`config.mk`:
```
export PLATFORM = sky130hd
export DESIGN_NAME = msb_first_bit_packer_unit
export DESIGN_NICKNAME = d
export VERILOG_FILES = /design/src/mfbp_pkg.sv /design/src/mfbp_core.sv /design/src/mfbp_out_buf.sv /design/src/msb_first_bit_packer_unit.sv
export SDC_FILE = /design/constraint.sdc
export NUM_CORES = 1
export LEC_CHECK = 0
export BUFFER_PORTS_ARGS = -buffer_cell sky130_fd_sc_hd__buf_2
export CAP_MARGIN = 20
export CORE_ASPECT_RATIO = 1.1
export CORE_UTILIZATION = 50
export DETAILED_ROUTE_END_ITERATION = 10
export GPL_ROUTABILITY_DRIVEN = 1
export PLACE_DENSITY = 0.76
export SYNTH_ARGS = -nofsm -noshare
export SYNTH_HDL_FRONTEND = slang
export SYNTH_SLANG_ARGS = --single-unit
export TNS_END_PERCENT = 1
```
`constraint.sdc`:
```
create_clock -name clk -period 6.1 [get_ports clk]
set_input_delay 0 -clock clk [delete_from_list [all_inputs] [get_ports clk]]
set_output_delay 0 -clock clk [all_outputs]
set_load 0.1 [all_outputs]
```
`src/mfbp_pkg.sv`:
```
`timescale 1ns / 1ps
// shared types and constants for the msb first bit packer
// no dependencies
package mfbp_pkg;

  typedef enum logic [1:0] {
    OP_APPEND = 2'd0,
    OP_ALIGN  = 2'd1,
    OP_PREFIX = 2'd2
  } op_t;

  localparam int unsigned ByteW    = 8;
  localparam int unsigned PendW    = 7;
  localparam int unsigned CntW     = 3;
  localparam int unsigned LenW     = 16;
  localparam int unsigned InDataW  = 32;
  localparam logic [7:0]  ShortFlag  = 8'h80;
  localparam logic [15:0] ShortLimit = 16'd128;
  localparam logic [3:0]  MaxCount   = 4'd8;

  typedef struct packed {
    logic [1:0]       nres;
    logic [ByteW-1:0] b0;
    logic [ByteW-1:0] b1;
    logic [PendW-1:0] pend_bits;
    logic [CntW-1:0]  pend_count;
  } res_t;

endpackage

```
`src/mfbp_core.sv`:
```
`timescale 1ns / 1ps
// combinational packing step: one item against the pending partial byte
// depends on mfbp_pkg
module mfbp_core (
  input  logic [1:0]                  opcode,
  input  logic [7:0]                  data_bits,
  input  logic [3:0]                  bit_count,
  input  logic [15:0]                 length_value,
  input  logic [mfbp_pkg::PendW-1:0]  pend_bits,
  input  logic [mfbp_pkg::CntW-1:0]   pend_count,
  output mfbp_pkg::res_t              res
);

  logic [4:0]  n;
  logic [15:0] v;
  logic [7:0]  mask8;
  logic [3:0]  nsat;
  logic [23:0] comb;
  logic [4:0]  total;
  logic [4:0]  rem;

  assign nsat  = (bit_count > mfbp_pkg::MaxCount) ? mfbp_pkg::MaxCount : bit_count;
  assign mask8 = ~(8'hFF << nsat);

  always_comb begin
    n = 5'd0;
    v = 16'd0;
    unique case (mfbp_pkg::op_t'(opcode))
      mfbp_pkg::OP_APPEND: begin
        n = {1'b0, nsat};
        v = {8'd0, data_bits & mask8};
      end
      mfbp_pkg::OP_ALIGN: begin
        n = (pend_count == 3'd0) ? 5'd0 : 5'd8 - {2'b00, pend_count};
        v = 16'd0;
      end
      mfbp_pkg::OP_PREFIX: begin
        if (length_value < mfbp_pkg::ShortLimit) begin
          n = 5'd8;
          v = {8'd0, mfbp_pkg::ShortFlag | {1'b0, length_value[6:0]}};
        end else begin
          n = 5'd16;
          v = length_value;
        end
      end
      default: begin
        n = 5'd0;
        v = 16'd0;
      end
    endcase
  end

  assign comb  = ({17'd0, pend_bits} << n) | {8'd0, v};
  assign total = {2'b00, pend_count} + n;

  always_comb begin
    res.b0 = 8'd0;
    res.b1 = 8'd0;
    if (total >= 5'd16) begin
      res.nres = 2'd2;
      res.b0   = 8'(comb >> (total - 5'd8));
      res.b1   = 8'(comb >> (total - 5'd16));
      rem      = total - 5'd16;
    end else if (total >= 5'd8) begin
      res.nres = 2'd1;
      res.b0   = 8'(comb >> (total - 5'd8));
      rem      = total - 5'd8;
    end else begin
      res.nres = 2'd0;
      rem      = total;
    end
    res.pend_bits  = 7'(comb & ~(24'hFFFFFF << rem));
    res.pend_count = 3'(rem);
  end

endmodule

```
`src/mfbp_out_buf.sv`:
```
`timescale 1ns / 1ps
// two-entry result register that hands out the bytes of one item in order
// depends on mfbp_pkg
module mfbp_out_buf (
  input  logic                 clk,
  input  logic                 rst,
  input  logic                 load,
  input  mfbp_pkg::res_t       res,
  output logic                 free,
  output logic                 m_tvalid,
  input  logic                 m_tready,
  output logic [7:0]           m_tdata,   // out_byte
  output logic                 m_tlast    // last_of_run
);

  logic [1:0] ocnt;
  logic [7:0] ob0;
  logic [7:0] ob1;
  logic       pop;

  assign m_tvalid = (ocnt != 2'd0);
  assign m_tdata  = ob0;
  assign m_tlast  = (ocnt == 2'd1);
  assign pop      = m_tvalid && m_tready;
  assign free     = (ocnt == 2'd0) || ((ocnt == 2'd1) && pop);

  always_ff @(posedge clk) begin
    if (rst) begin
      ocnt <= 2'd0;
    end else if (load) begin
      ocnt <= res.nres;
    end else if (pop) begin
      ocnt <= ocnt - 2'd1;
    end
  end

  always_ff @(posedge clk) begin
    if (load) begin
      ob0 <= res.b0;
      ob1 <= res.b1;
    end else if (pop) begin
      ob0 <= ob1;
    end
  end

`ifndef SYNTHESIS
  a_ocnt_range: assert property (@(posedge clk) disable iff (rst)
    ocnt != 2'd3) else $error("result count out of range");
  a_two_byte_load: assert property (@(posedge clk) disable iff (rst)
    load && res.nres == 2'd2 |=> m_tvalid && !m_tlast)
    else $error("first of two bytes flagged last");
  a_no_overwrite: assert property (@(posedge clk) disable iff (rst)
    load |-> free) else $error("result register overwritten");
`endif

endmodule

```
`src/msb_first_bit_packer_unit.sv`:
```
`timescale 1ns / 1ps
// msb first bit packer: input register, packing step, result register
// depends on mfbp_pkg, mfbp_core, mfbp_out_buf
//
// usage
// s_tdata carries one command item: opcode, data_bits, bit_count and
// length_value. append opcode adds 0 to 8 bits, align pads to the next
// byte, prefix writes a one or two byte length. m_tdata carries the
// completed bytes, first stream bit in bit 7; m_tlast marks the final
// byte caused by an item. items that complete no byte emit nothing.
// an accepted item is held in the input register, then its bytes are
// registered in the result register, from which the first goes out on
// m_tdata.
// throughput: one item per cycle while m_tready stays high; after a two
// byte length prefix, a following item that completes a byte waits while
// the second byte drains.
// reset clears the partial byte, its bit count and the valid state of both registers.
// when the receiver stalls, bytes hold in the result register and
// s_tready drops once the input register cannot advance.
module msb_first_bit_packer_unit (
  input  logic        clk,
  input  logic        rst,
  input  logic        s_tvalid,
  output logic        s_tready,
  input  logic [31:0] s_tdata,   // opcode, data_bits, bit_count, length_value, zero pad
  output logic        m_tvalid,
  input  logic        m_tready,
  output logic [7:0]  m_tdata,   // out_byte
  output logic        m_tlast    // last_of_run
);

  logic                        iv;
  logic [1:0]                  i_opcode;
  logic [7:0]                  i_data;
  logic [3:0]                  i_count;
  logic [15:0]                 i_len;
  logic [mfbp_pkg::PendW-1:0]  pend_bits;
  logic [mfbp_pkg::CntW-1:0]   pend_count;
  mfbp_pkg::res_t              res;
  logic                        free;
  logic                        advance;
  logic                        load;

  mfbp_core u_core (
    .opcode       (i_opcode),
    .data_bits    (i_data),
    .bit_count    (i_count),
    .length_value (i_len),
    .pend_bits    (pend_bits),
    .pend_count   (pend_count),
    .res          (res)
  );

  assign advance  = iv && ((res.nres == 2'd0) || free);
  assign load     = advance && (res.nres != 2'd0);
  assign s_tready = !iv || advance;

  always_ff @(posedge clk) begin
    if (rst) begin
      iv <= 1'b0;
    end else if (s_tready) begin
      iv <= s_tvalid;
    end
  end

  always_ff @(posedge clk) begin
    if (s_tvalid && s_tready) begin
      i_opcode <= s_tdata[1:0];
      i_data   <= s_tdata[9:2];
      i_count  <= s_tdata[13:10];
      i_len    <= s_tdata[29:14];
    end
  end

  always_ff @(posedge clk) begin
    if (rst) begin
      pend_bits  <= '0;
      pend_count <= '0;
    end else if (advance) begin
      pend_bits  <= res.pend_bits;
      pend_count <= res.pend_count;
    end
  end

  mfbp_out_buf u_out_buf (
    .clk      (clk),
    .rst      (rst),
    .load     (load),
    .res      (res),
    .free     (free),
    .m_tvalid (m_tvalid),
    .m_tready (m_tready),
    .m_tdata  (m_tdata),
    .m_tlast  (m_tlast)
  );

`ifndef SYNTHESIS
  a_align_clears: assert property (@(posedge clk) disable iff (rst)
    advance && i_opcode == mfbp_pkg::OP_ALIGN |=> pend_count == '0)
    else $error("align left partial bits");
  a_prefix_keeps_count: assert property (@(posedge clk) disable iff (rst)
    advance && i_opcode == mfbp_pkg::OP_PREFIX |=> pend_count == $past(pend_count))
    else $error("prefix changed bit position");
`endif

endmodule
```
==> impl_metrics.ini <==
[placement]
placed_cells_incl_taps = 694
port_buffers = 44
place_ws_ps = 1291
post_dp_cell_area_um2 = 5061
gp_congestion = 1.013
dpl.hpwl_um = 11610

[cts]
path_clk_slew_ps = 70
clk_path_buf_depth = 2
post_cts_buffers = 0
cts_resized = 0
h-tree-depth = 3
clkSinkCount = 59
clockRootBuffer = clkbuf_8
clk_latency_ps = 360
cts_hold_buf = 33
numCtsBuffers = 9
cts_tree = yes

[global_routing]
grt_pass1_vias = 4635
globalRoute.totalOverflow = 0
grt_usage_pct = 32.81
grt_max_degree = 31
antenna_found_initial = 0
grt_pass1_wl_um = 24560

[setup_path]
endpoint_kind = flip-flop
crit_top_cell = ha_1
cp.arrival_ps = 5210
startpoint_type = flip-flop
slowest_delay_ps = 470
critPathTopFamily = simple AND/OR/NAND/NOR gates
worst-endpoint-required_ps = 6380
path_class = flip-flop to flip-flop
critical_path.cell_chain = inv_1, ha_1, ha_1, nand2_1, a21o_4, clkinv_2, ha_1, a21oi_1, o21ai_0, nand2_1, inv_1, ha_1, nand3_1, a21bo_2, o21ai_0, nand2_1, or3_1, a21oi_1
critPathBufInv = 3
critPathMaxFanout = 18
slowest_stage = or3_1

[cells_and_area]
layout_common_cells = 55 x nand2_1, 51 x nor2_1, 47 x a21oi_1, 46 x edfxtp_1
final_cells = 743
area_delta_synth_final_pct = 17.90
drive_above_1_share_pct = 16.06
nets = 669
final_common_cell = nand2_1
final_cell_area_um2 = 5579
antennaDiodeCount = 0
nFillCells = 780
fin_util_pct = 61.93

[status]
outcome = finished, final reports clean

[synth]
async_flop_share_pct = 0
synth_simple_gate_area_share_pct = 21.87
synth_top_family_by_area = compound AO/OA/AOI/OAI gates
synth_compound_gate_area_share_pct = 29.59
synthAdderAreaFrac_pct = 2.538
syn_inst = 555
ys_ff_latch = 59
synth_mux_area_share_pct = 5.949
synth_xor_area_share_pct = 0.5553
synth_area_um2 = 4732
syn_nets = 600
synthDistinctLibCells = 84
synth_seq_area_share_pct = 34.69
synth_area_per_cell_um2 = 8.526
yosysWarnings = 0
synthFlopType = edfxtp_1
synth_edf_count = 46

[pwr]
static-leakage-power_nw = 2.078
powerDensity_nw_per_um2 = 234.4
p_total_mw = 1.307
max-vdd-ir-drop_mv = 0.1798

[floorplanning]
ios = 47
dieArea_um2 = 9857
rows = 36
core_um2 = 9009
die_x_um = 94.76
start_util_pct = 52.53
die_y_um = 104.0

[timing]
fin_crit_sh_pct = 80.72
finalSetupViolCount = 0
clock_skew_ps = 15.32
timing.final.max_slew_violations = 0
worst_pin_slew_ps = 843.8
slew_headroom_pct = 43.57
rsz0062_at_grt = false
whs_ps = 203.3
period_minus_slack_ps = 4924
fin_ws_ps = 1176
max_freq_mhz = 203.1
hold_violations = 0
fin_setup_tns_ps = 0

[detailed_routing]
firstDrtPassIters = 5
vias = 4832
wl_per_cell_um = 21.26
drt_wl_total_um = 15800
drt_iter0_drc = 461
vias_per_cell = 6.503
drc_errors = 0
final_antenna_net_count = 0

[flow_run]
maxCapViolations = 0

[hold_path]
holdCritPathClass = input pin to flip-flop
metal layers:
layer | track usage [%] | routed length, um
met4 | 12.12 | 461
met1 | 40.97 | 6500
met2 | 55.70 | 7846
met5 | 0 | 0
met3 | 5.629 | 990
worst register-to-register path, cell delays in order, from the launching register on:
cell and delay, ps:
dfxtp_1 450, inv_1 90, ha_1 200, ha_1 300, nand2_1 140, a21o_4 260, clkinv_2 230, ha_1 430
a21oi_1 210, o21ai_0 210, nand2_1 300, inv_1 180, ha_1 220, nand3_1 80, a21bo_2 260, o21ai_0 290
nand2_1 400, or3_1 470, a21oi_1 140
layout make-up:
class                   count  area (um2)  area share [%]
clock inverters             3       17.52          0.3140
multi-input cells         442        2870           51.45
inverters                  21       81.33           1.458
well taps                 114       142.6           2.557
flip-flops and latches     59        1642           29.42
clock buffers              13       170.2           3.050
repair buffers             91       655.6           11.75
cells in the mapped netlist, types with 5 or more instances:
cell	count	area, um2
mux2i_1	9	90.09
clkbuf_1	22	82.58
o21ai_0	44	220.2
a32oi_1	9	78.83
mux2_2	5	56.30
inv_1	18	67.56
o211ai_1	14	105.1
o31ai_1	6	45.04
nand3_1	34	170.2
ha_1	8	100.1
a21oi_1	47	235.2
a21o_1	6	45.04
mux4_2	5	112.6
nand2_1	55	206.5
nand2b_1	5	31.28
a211oi_1	17	127.6
nor2_1	51	191.4
a31oi_1	5	31.28
o21ai_1	5	25.02
buf_2	6	30.03
edfxtp_1	46	1381
nor3_1	13	65.06
dfxtp_1	13	260.3
path summary, 6_finish.rpt:
| kind | slack [ps] | depth (start not counted) | endpoint | startpoint |
|---|---|---|---|---|
| worst max-delay path | 1180 | 18 | pend_bits[3] | pend_count[0] |
| worst min-delay path | 200 | 5 | pend_count[1] | m_tready |
| worst max register to register | 1180 | 18 | pend_bits[3] | pend_count[0] |
| worst min register to register | 530 | 2 | pend_bits[3] | pend_bits[3] |
logic make-up (layout without fill, tap and decap cells):
logic type | count (synthesis) | in the layout
compound gates | 204 | 204
xor+xnor | 3 | 3
fa+ha+maj | 9 | 9
buf+inv | 54 | 128
flops | 59 | 59
mux | 21 | 21
simple gates | 205 | 205
registers in the layout, indices dropped and copies added (netlist names):
name	count
iv	1
pend_bits	7
i_data	8
i_len	16
u_out_buf.ocnt	2
pend_count	3
i_opcode	2
u_out_buf.m_tdata	8
u_out_buf.ob1	8
i_count	4
power breakdown:
| part | total [mW] | switching [mW] | internal (mW) | leakage, nW |
|---|---|---|---|---|
| registers | 0.492 | 0.0204 | 0.472 | 0.551 |
| clock network | 0.353 | 0.169 | 0.184 | 0.0994 |
| logic | 0.463 | 0.325 | 0.137 | 1.43 |
| total | 1.31 | 0.515 | 0.793 | 2.08 |
(Power assumes the default switching activity.)
